[src/rtl/mapg_pkg.sv]
package mapg_pkg;

  // Field widths of the transactions and configuration registers
  localparam int unsigned AddrOutW  = 40;
  localparam int unsigned WsMbW     = 21;
  localparam int unsigned StrideW   = 40;
  localparam int unsigned PctW      = 7;
  localparam int unsigned LcgW      = 64;
  localparam int unsigned CfgIdxW   = 3;
  localparam int unsigned CfgDataW  = 64;

  // Generator and addressing constants
  localparam logic [LcgW-1:0]     LcgMul     = 64'd6364136223846793005;
  localparam logic [WsMbW-1:0]    MaxWsMb    = 21'd1048576;
  localparam int unsigned         MbShift    = 20;
  localparam int unsigned         LineBits   = 6;
  localparam logic [StrideW-1:0]  LineBytes  = 40'd64;
  localparam logic [PctW-1:0]     PctFull    = 7'd100;
  localparam logic [WsMbW-1:0]    PctDivisor = 21'd100;

  // Iterative divider: radix 16, four restoring steps per cycle;
  // counter start value is the last step index of each pass
  localparam int unsigned DivStepBits = 4;
  localparam int unsigned CntW        = 4;
  localparam logic [CntW-1:0] WsLastCnt  = CntW'((LcgW - MbShift) / DivStepBits - 1);
  localparam logic [CntW-1:0] PctLastCnt = CntW'(LcgW / DivStepBits - 1);

  // Multiplier step schedule (64x64 low half from three 32x32 products)
  localparam logic [CntW-1:0] MulStepLoLo = 4'd0;
  localparam logic [CntW-1:0] MulStepHiLo = 4'd1;

  // Configuration register indexes
  localparam logic [CfgIdxW-1:0] CfgPatternMode  = 3'd0;
  localparam logic [CfgIdxW-1:0] CfgWorkingSetMb = 3'd1;
  localparam logic [CfgIdxW-1:0] CfgStrideBytes  = 3'd2;
  localparam logic [CfgIdxW-1:0] CfgWritePercent = 3'd3;
  localparam logic [CfgIdxW-1:0] CfgSeedInit     = 3'd4;

  // Sequencer states
  typedef enum logic [4:0] {
    StIdle = 5'b00001,
    StMul  = 5'b00010,
    StSeq  = 5'b00100,
    StDiv  = 5'b01000,
    StDone = 5'b10000
  } state_e;

endpackage

[src/rtl/memory_access_pattern_generator_core.sv]
// Steps after accept: sequential mode computes the next index directly; random mode
//   steps the generator on the shared 32x32 multiplier, then does the working-set
//   modulo (when the size is nonzero); both then run the percent modulo when the
//   write percent is strictly between 0 and 100, each on the radix-16 divider loop.
// Flow: one transaction at a time, the next accepted once the last is registered.
// Reset: configuration returns to its defaults, generator state and index clear.
module memory_access_pattern_generator_core #(
  parameter int unsigned ADDR_WIDTH = 40
) (
  input  logic                            clk_i,
  input  logic                            rst_ni,
  // configuration write port
  input  logic                            cfg_we_i,
  input  logic [mapg_pkg::CfgIdxW-1:0]    cfg_idx_i,
  input  logic [mapg_pkg::CfgDataW-1:0]   cfg_data_i,
  // input channel
  input  logic                            in_valid_i,
  output logic                            in_stall_o,
  input  logic                            restart_i,
  // output channel
  output logic                            out_valid_o,
  input  logic                            out_stall_i,
  output logic [mapg_pkg::AddrOutW-1:0]   address_o,
  output logic                            is_write_o
);

  localparam int unsigned LcgW  = mapg_pkg::LcgW;
  localparam int unsigned WsMbW = mapg_pkg::WsMbW;
  localparam int unsigned IdxW  = mapg_pkg::AddrOutW;
  localparam int unsigned RemW  = WsMbW + 1;

  // Configuration registers
  logic                             pattern_mode_q;
  logic [WsMbW-1:0]                 working_set_mb_q;
  logic [mapg_pkg::StrideW-1:0]     stride_bytes_q;
  logic [mapg_pkg::PctW-1:0]        write_percent_q;
  logic [LcgW-1:0]                  seed_init_q;

  // Control state
  mapg_pkg::state_e                 state_q, state_d;
  logic [mapg_pkg::CntW-1:0]        cnt_q, cnt_d;
  logic                             out_valid_q, out_valid_d;
  logic [LcgW-1:0]                  lcg_q, lcg_d;
  logic [ADDR_WIDTH-1:0]            run_index_q, run_index_d;

  // Datapath registers
  logic [LcgW-1:0]                  acc_q, acc_d;
  logic [LcgW-1:0]                  dvd_q, dvd_d;
  logic [WsMbW-1:0]                 rem_q, rem_d;
  logic [WsMbW-1:0]                 dvs_q, dvs_d;
  logic                             div_pct_q, div_pct_d;
  logic [IdxW-1:0]                  idx_q, idx_d;
  logic                             wr_q, wr_d;
  logic [mapg_pkg::AddrOutW-1:0]    address_q;
  logic                             is_write_q;

  // Combinational helpers
  logic [WsMbW-1:0]                 mb_sat;
  logic [mapg_pkg::PctW-1:0]        pct_sat;
  logic                             pct_mid;
  logic [31:0]                      mul_a, mul_b;
  logic [LcgW-1:0]                  mul_p;
  logic [LcgW-1:0]                  lcg_new;
  logic [RemW-1:0]                  div_r;
  logic [LcgW-1:0]                  div_d;
  logic [WsMbW-1:0]                 rem_nx;
  logic [IdxW:0]                    seq_sum;
  logic [IdxW:0]                    wbytes;
  logic [IdxW-1:0]                  seq_idx;
  logic [IdxW-1:0]                  ws_idx;
  logic [mapg_pkg::StrideW-1:0]     stride_eff;
  logic                             fin;
  logic [IdxW-1:0]                  fin_idx;
  logic [LcgW-1:0]                  fin_lcg;
  logic                             out_free;
  logic [LcgW-1:0]                  idx_ext;
  logic [LcgW-1:0]                  run_ext;

  // Saturated settings
  assign mb_sat  = (working_set_mb_q > mapg_pkg::MaxWsMb) ? mapg_pkg::MaxWsMb
                                                            : working_set_mb_q;
  assign pct_sat = (write_percent_q > mapg_pkg::PctFull) ? mapg_pkg::PctFull
                                                           : write_percent_q;
  assign pct_mid = (pct_sat != '0) && (pct_sat != mapg_pkg::PctFull);

  // Shared 32x32 multiplier, operands picked by the step counter
  always_comb begin
    mul_a = (cnt_q == mapg_pkg::MulStepHiLo) ? lcg_q[63:32] : lcg_q[31:0];
    mul_b = (cnt_q == mapg_pkg::MulStepLoLo || cnt_q == mapg_pkg::MulStepHiLo)
            ? mapg_pkg::LcgMul[31:0] : mapg_pkg::LcgMul[63:32];
    mul_p = LcgW'(mul_a) * LcgW'(mul_b);
  end
  assign lcg_new = {acc_q[63:32] + mul_p[31:0], acc_q[31:0]};

  // Radix-16 restoring divider step
  always_comb begin
    div_r = RemW'(rem_q);
    div_d = dvd_q;
    for (int i = 0; i < mapg_pkg::DivStepBits; i++) begin
      div_r = {div_r[RemW-2:0], div_d[LcgW-1]};
      div_d = {div_d[LcgW-2:0], 1'b0};
      if (div_r >= RemW'(dvs_q)) begin
        div_r = div_r - RemW'(dvs_q);
      end
    end
    rem_nx = div_r[WsMbW-1:0];
  end

  // Sequential address step and random address assembly
  assign run_ext    = LcgW'(run_index_q);
  assign stride_eff = (stride_bytes_q == '0) ? mapg_pkg::LineBytes : stride_bytes_q;
  assign seq_sum    = (IdxW+1)'(run_ext[IdxW-1:0]) + (IdxW+1)'(stride_eff);
  assign wbytes     = {mb_sat, {mapg_pkg::MbShift{1'b0}}};
  assign seq_idx    = (seq_sum >= wbytes) ? '0
                    : {seq_sum[IdxW-1:mapg_pkg::LineBits], {mapg_pkg::LineBits{1'b0}}};
  assign ws_idx     = {rem_nx[mapg_pkg::MbShift-1:0],
                       lcg_q[mapg_pkg::MbShift-1:mapg_pkg::LineBits],
                       {mapg_pkg::LineBits{1'b0}}};

  assign out_free = !out_valid_q || !out_stall_i;
  assign idx_ext  = LcgW'(idx_q);

  // Sequencer
  always_comb begin
    state_d     = state_q;
    cnt_d       = cnt_q;
    lcg_d       = lcg_q;
    run_index_d = run_index_q;
    acc_d       = acc_q;
    dvd_d       = dvd_q;
    rem_d       = rem_q;
    dvs_d       = dvs_q;
    div_pct_d   = div_pct_q;
    idx_d       = idx_q;
    wr_d        = wr_q;
    fin         = 1'b0;
    fin_idx     = idx_q;
    fin_lcg     = lcg_q;

    unique case (state_q)
      mapg_pkg::StIdle: begin
        if (in_valid_i) begin
          if (restart_i) begin
            lcg_d       = seed_init_q;
            run_index_d = '0;
          end
          cnt_d   = '0;
          state_d = pattern_mode_q ? mapg_pkg::StMul : mapg_pkg::StSeq;
        end
      end
      mapg_pkg::StMul: begin
        if (cnt_q == mapg_pkg::MulStepLoLo) begin
          acc_d = mul_p + LcgW'(1);
          cnt_d = cnt_q + 1'b1;
        end else if (cnt_q == mapg_pkg::MulStepHiLo) begin
          acc_d[63:32] = acc_q[63:32] + mul_p[31:0];
          cnt_d        = cnt_q + 1'b1;
        end else begin
          lcg_d = lcg_new;
          if (mb_sat == '0) begin
            fin     = 1'b1;
            fin_idx = '0;
            fin_lcg = lcg_new;
          end else begin
            dvd_d     = {lcg_new[LcgW-1:mapg_pkg::MbShift], {mapg_pkg::MbShift{1'b0}}};
            rem_d     = '0;
            dvs_d     = mb_sat;
            cnt_d     = mapg_pkg::WsLastCnt;
            div_pct_d = 1'b0;
            state_d   = mapg_pkg::StDiv;
          end
        end
      end
      mapg_pkg::StSeq: begin
        fin     = 1'b1;
        fin_idx = seq_idx;
      end
      mapg_pkg::StDiv: begin
        dvd_d = div_d;
        rem_d = rem_nx;
        if (cnt_q == '0) begin
          if (div_pct_q) begin
            wr_d    = (rem_nx < WsMbW'(pct_sat));
            state_d = mapg_pkg::StDone;
          end else begin
            fin     = 1'b1;
            fin_idx = ws_idx;
          end
        end else begin
          cnt_d = cnt_q - 1'b1;
        end
      end
      mapg_pkg::StDone: begin
        if (out_free) begin
          run_index_d = idx_ext[ADDR_WIDTH-1:0];
          state_d     = mapg_pkg::StIdle;
        end
      end
      default: begin
        state_d = mapg_pkg::StIdle;
      end
    endcase

    // Address known: run the percent modulo or finish directly
    if (fin) begin
      idx_d = fin_idx;
      if (pct_mid) begin
        dvd_d     = fin_lcg;
        rem_d     = '0;
        dvs_d     = mapg_pkg::PctDivisor;
        cnt_d     = mapg_pkg::PctLastCnt;
        div_pct_d = 1'b1;
        state_d   = mapg_pkg::StDiv;
      end else begin
        wr_d    = (pct_sat == mapg_pkg::PctFull);
        state_d = mapg_pkg::StDone;
      end
    end
  end

  // Output slot
  always_comb begin
    out_valid_d = out_valid_q;
    if (state_q == mapg_pkg::StDone && out_free) begin
      out_valid_d = 1'b1;
    end else if (!out_stall_i) begin
      out_valid_d = 1'b0;
    end
  end

  // Control registers
  always_ff @(posedge clk_i or negedge rst_ni) begin
    if (!rst_ni) begin
      state_q     <= mapg_pkg::StIdle;
      cnt_q       <= '0;
      out_valid_q <= 1'b0;
      lcg_q       <= '0;
      run_index_q <= '0;
    end else begin
      state_q     <= state_d;
      cnt_q       <= cnt_d;
      out_valid_q <= out_valid_d;
      lcg_q       <= lcg_d;
      run_index_q <= run_index_d;
    end
  end

  // Configuration writes
  always_ff @(posedge clk_i or negedge rst_ni) begin
    if (!rst_ni) begin
      pattern_mode_q   <= 1'b1;
      working_set_mb_q <= 21'd256;
      stride_bytes_q   <= 40'd4096;
      write_percent_q  <= 7'd50;
      seed_init_q      <= '0;
    end else if (cfg_we_i) begin
      unique case (cfg_idx_i)
        mapg_pkg::CfgPatternMode:  pattern_mode_q   <= cfg_data_i[0];
        mapg_pkg::CfgWorkingSetMb: working_set_mb_q <= cfg_data_i[WsMbW-1:0];
        mapg_pkg::CfgStrideBytes:  stride_bytes_q   <= cfg_data_i[mapg_pkg::StrideW-1:0];
        mapg_pkg::CfgWritePercent: write_percent_q  <= cfg_data_i[mapg_pkg::PctW-1:0];
        mapg_pkg::CfgSeedInit:     seed_init_q      <= cfg_data_i;
        default: ;
      endcase
    end
  end

  // Datapath registers
  always_ff @(posedge clk_i) begin
    acc_q     <= acc_d;
    dvd_q     <= dvd_d;
    rem_q     <= rem_d;
    dvs_q     <= dvs_d;
    div_pct_q <= div_pct_d;
    idx_q     <= idx_d;
    wr_q      <= wr_d;
    if (state_q == mapg_pkg::StDone && out_free) begin
      address_q  <= mapg_pkg::AddrOutW'(LcgW'(run_index_d));
      is_write_q <= wr_q;
    end
  end

  assign in_stall_o  = (state_q != mapg_pkg::StIdle);
  assign out_valid_o = out_valid_q;
  assign address_o   = address_q;
  assign is_write_o  = is_write_q;

endmodule

[config.mk]
export PLATFORM = sky130hd
export DESIGN_NAME = memory_access_pattern_generator_core
export DESIGN_NICKNAME = d
export VERILOG_FILES = /design/src/rtl/mapg_pkg.sv /design/src/rtl/memory_access_pattern_generator_core.sv
export SDC_FILE = /design/constraint.sdc
export NUM_CORES = 2
export LEC_CHECK = 0
export BUFFER_PORTS_ARGS = -buffer_cell sky130_fd_sc_hd__buf_2
export CORE_UTILIZATION = 59
export CTS_CLUSTER_SIZE = 40
export DETAILED_ROUTE_END_ITERATION = 6
export MAX_ROUTING_LAYER = met4
export PLACE_DENSITY = 0.86
export SLEW_MARGIN = 25
export SYNTH_ARGS = -nofsm -noshare
export SYNTH_HDL_FRONTEND = slang
export SYNTH_SLANG_ARGS = --single-unit
[constraint.sdc]
create_clock -name clk_i -period 13.1 [get_ports clk_i]
set_clock_uncertainty 0.2 [all_clocks]
set_input_delay 1.965 -clock clk_i [delete_from_list [all_inputs] [get_ports clk_i]]
set_output_delay 1.965 -clock clk_i [all_outputs]
set_load 0.01 [all_outputs]
==> results.json <==
{
  "outcome": "finished, violations left",
  "violations": "design-rule violations",
  "clockRootBuffer": "clkbuf_16",
  "ant_nets": 0,
  "grtUsageTotal_pct": 40.4,
  "io_pins": 116,
  "cp_slowest_stage_delay_ns": 0.45,
  "dr.pass1.iters": 7,
  "num_vias": 44349,
  "grt_start_max_net_pins": 141,
  "synth_top_area_share_pct": 20.8,
  "fin_nets": 6952,
  "hold_path_depth": 1,
  "cp_common_cell": "buf_4",
  "hold_buffers": 0,
  "ys_types": 98,
  "die-area_um2": 91700,
  "htreeDepth": 2,
  "yosysSeqAreaShare_pct": 23.5,
  "rows": 109,
  "gr-total-overflow": 0,
  "cp.arrival_ns": 12.50,
  "worstSkewPairLatency_ns": 0.66,
  "finalWirelength_um": 179000,
  "min_period_ns": 12.10,
  "rr_worst_depth": 53,
  "cts_tree": "yes",
  "post_cts_buffers": 0,
  "grt_pass1_vias": 45611,
  "worstSetupEndpointType": "flop",
  "synth_warnings": 0,
  "drc": 3,
  "maxCapViolCount": 0,
  "synth-seq-cells": 494,
  "period_share_pct": 92.4,
  "grt_pass1_wl_um": 269000,
  "clkTransAtPathRegs_ns": 0.07,
  "gp_congestion": 1.06,
  "drv_slew": 0,
  "post_drt_wl_per_cell_um": 25.9,
  "clockBufferDepth": 3,
  "first_iter_violations": 4772,
  "fmax_mhz": 82.7,
  "final_common_cell": "inv_1",
  "clock-sinks": 494,
  "ctsResizeCount": 0,
  "critPathKind": "reg2reg",
  "final_area_um2": 57900,
  "hold_path.class": "reg2reg",
  "synth_cells": 5545,
  "slew_headroom_pct": 28.8,
  "tns_ns": 0,
  "avgSynthCellArea_um2": 9.63,
  "synth_area_um2": 53400,
  "yosysTopAreaCell": "fa_1",
  "area_growth_pct": 8.43,
  "fp.dieW_um": 303,
  "start_util_pct": 60.0,
  "placed_area_um2": 56200,
  "drive_gt1_share_pct": 11.1,
  "viasPerCell": 6.42,
  "die_h_um": 303,
  "report.final.setup_viol": 0,
  "synthFlopType": "dfrtp_1",
  "grt_antenna_before_repair": 4,
  "hold_viol": 0,
  "hpwl_um": 144000,
  "synthArstFlopShare_pct": 50.0,
  "slowest_stage": "dfxtp_1",
  "core_um2": 89100,
  "startpoint_type": "flop",
  "crit_fanout": 20,
  "worst_pin_slew_ns": 1.07,
  "portBuffers": 115,
  "rsz0062_at_grt": "false",
  "synth.area.top_cells": "fa_1 (21%), ha_1 (15%), dfrtp_1 (11%)",
  "final_cell_mix": "inv_1 (716), ha_1 (628), fa_1 (554)",
  "synth-edff-count": 139,
  "cp.required_ns": 13.50,
  "cts_made_buffers": 50
}
## metal layers
metal  vias up  part of all wire (%)  global-route usage, %
li1      19422                     -                      -
met4         0                   7.9                   25.8
met2      2574                    46                   64.3
met1     21599                    37                   47.8
met3       754                   9.2                   6.67
met5         -                     0                      -
## worst paths after layout
path                                      from  slack (ns)                            end
min reg2reg                idx_q[39]$_DFFE_PP_        0.22      run_index_q[39]$_DFF_PN0_
max reg2reg                   dvs_q[0]$_DFF_P_        1.00                   wr_q$_DFF_P_
max                           dvs_q[0]$_DFF_P_        1.00                   wr_q$_DFF_P_
max in group asynchronous               rst_ni       10.11    seed_init_q[60]$_DFFE_PN0P_
min in group asynchronous               rst_ni        1.17  stride_bytes_q[5]$_DFFE_PN0P_
min                        idx_q[39]$_DFFE_PP_        0.22      run_index_q[39]$_DFF_PN0_
## cells by family (layout without fill, tap and decap cells)
family                   Yosys count  in the layout  synth area share (%)
adder cells (fa/ha/maj)         1182           1182                  35.5
flip-flops                       494            494                  23.5
AND/OR/NAND/NOR                 1384           1384                  12.4
buffers and inverters            930           1095                  6.55
other                              2             33                0.0141
AO/OA/AOI/OAI                   1112           1112                  13.9
multiplexers                     230            230                  4.71
XOR/XNOR                         211            211                  3.46
## final cells by class
type                            instances  area (µm²)
Timing Repair Buffer                  284        1880
Clock inverter                         26         317
Sequential cell                       494       12500
Clock buffer                           68        1380
Inverter                              717        2690
Tap cell                             1165        1460
Fill cell                            6991       31200
Antenna cell                            2        5.00
Multi-Input combinational cell       4150       37600
## stage by stage
step | util [%] | std cells | hold slack [ns] | worst slack [ns]
final | 65.0 | 6906 | 0.220 | 1.00
after global routing | 65.0 | 6906 | 0.256 | 0.0837
after CTS | 65.0 | 6904 | 0.223 | 1.22
after detailed placement | 63.1 | 6810 | 0.247 | 1.29
after global placement | 63.1 | 6810 | 0.246 | 1.45
after floorplan | - | 5574 | 0.209 | 0.844
## Yosys cell counts, drive strengths merged, types with 12 or more instances
cell and n:
ha 628, o2111ai 12, a21oi 294, o21ai 173
nor2 349, nor3 67, edfxtp 139, nor2b 36
or2 42, and2 53, mux2 171, a211o 12
o31ai 19, clkbuf 202, or3 24, and3 82
fa 554, inv 717, nand2b 28, nor4 37
a21boi 13, xnor2 141, nand4 47, dfxtp 108
or4 17, a211oi 64, xor2 70, a22o 68
o21a 42, a31oi 114, o211ai 37, o21bai 32
mux2i 59, a21o 92, nand3 106, dfrtp 240
nand2 452
## sequential cells by signal, summed over array words and instances (netlist names), 4 cells and up
signal	cells
acc_q	64
rem_q	21
idx_q	34
run_index_q	40
seed_init_q	64
write_percent_q	7
cnt_q	4
dvd_q	64
state_q	5
stride_bytes_q	40
dvs_q	21
address_o	40
working_set_mb_q	21
lcg_q	64
## worst max-delay path: cells and delay by family, from the launching register on
kind / cells / cell delay [ns]
mux: 2 / 0.74
simple gates: 9 / 1.68
compound gates: 26 / 5.23
fa+ha+maj: 6 / 1.97
buf+inv: 10 / 1.76
flops: 1 / 0.45
Power is left out: the tool's default activity adds up to more than one toggle a clock period on the data nets, which glitch-free logic cannot reach.
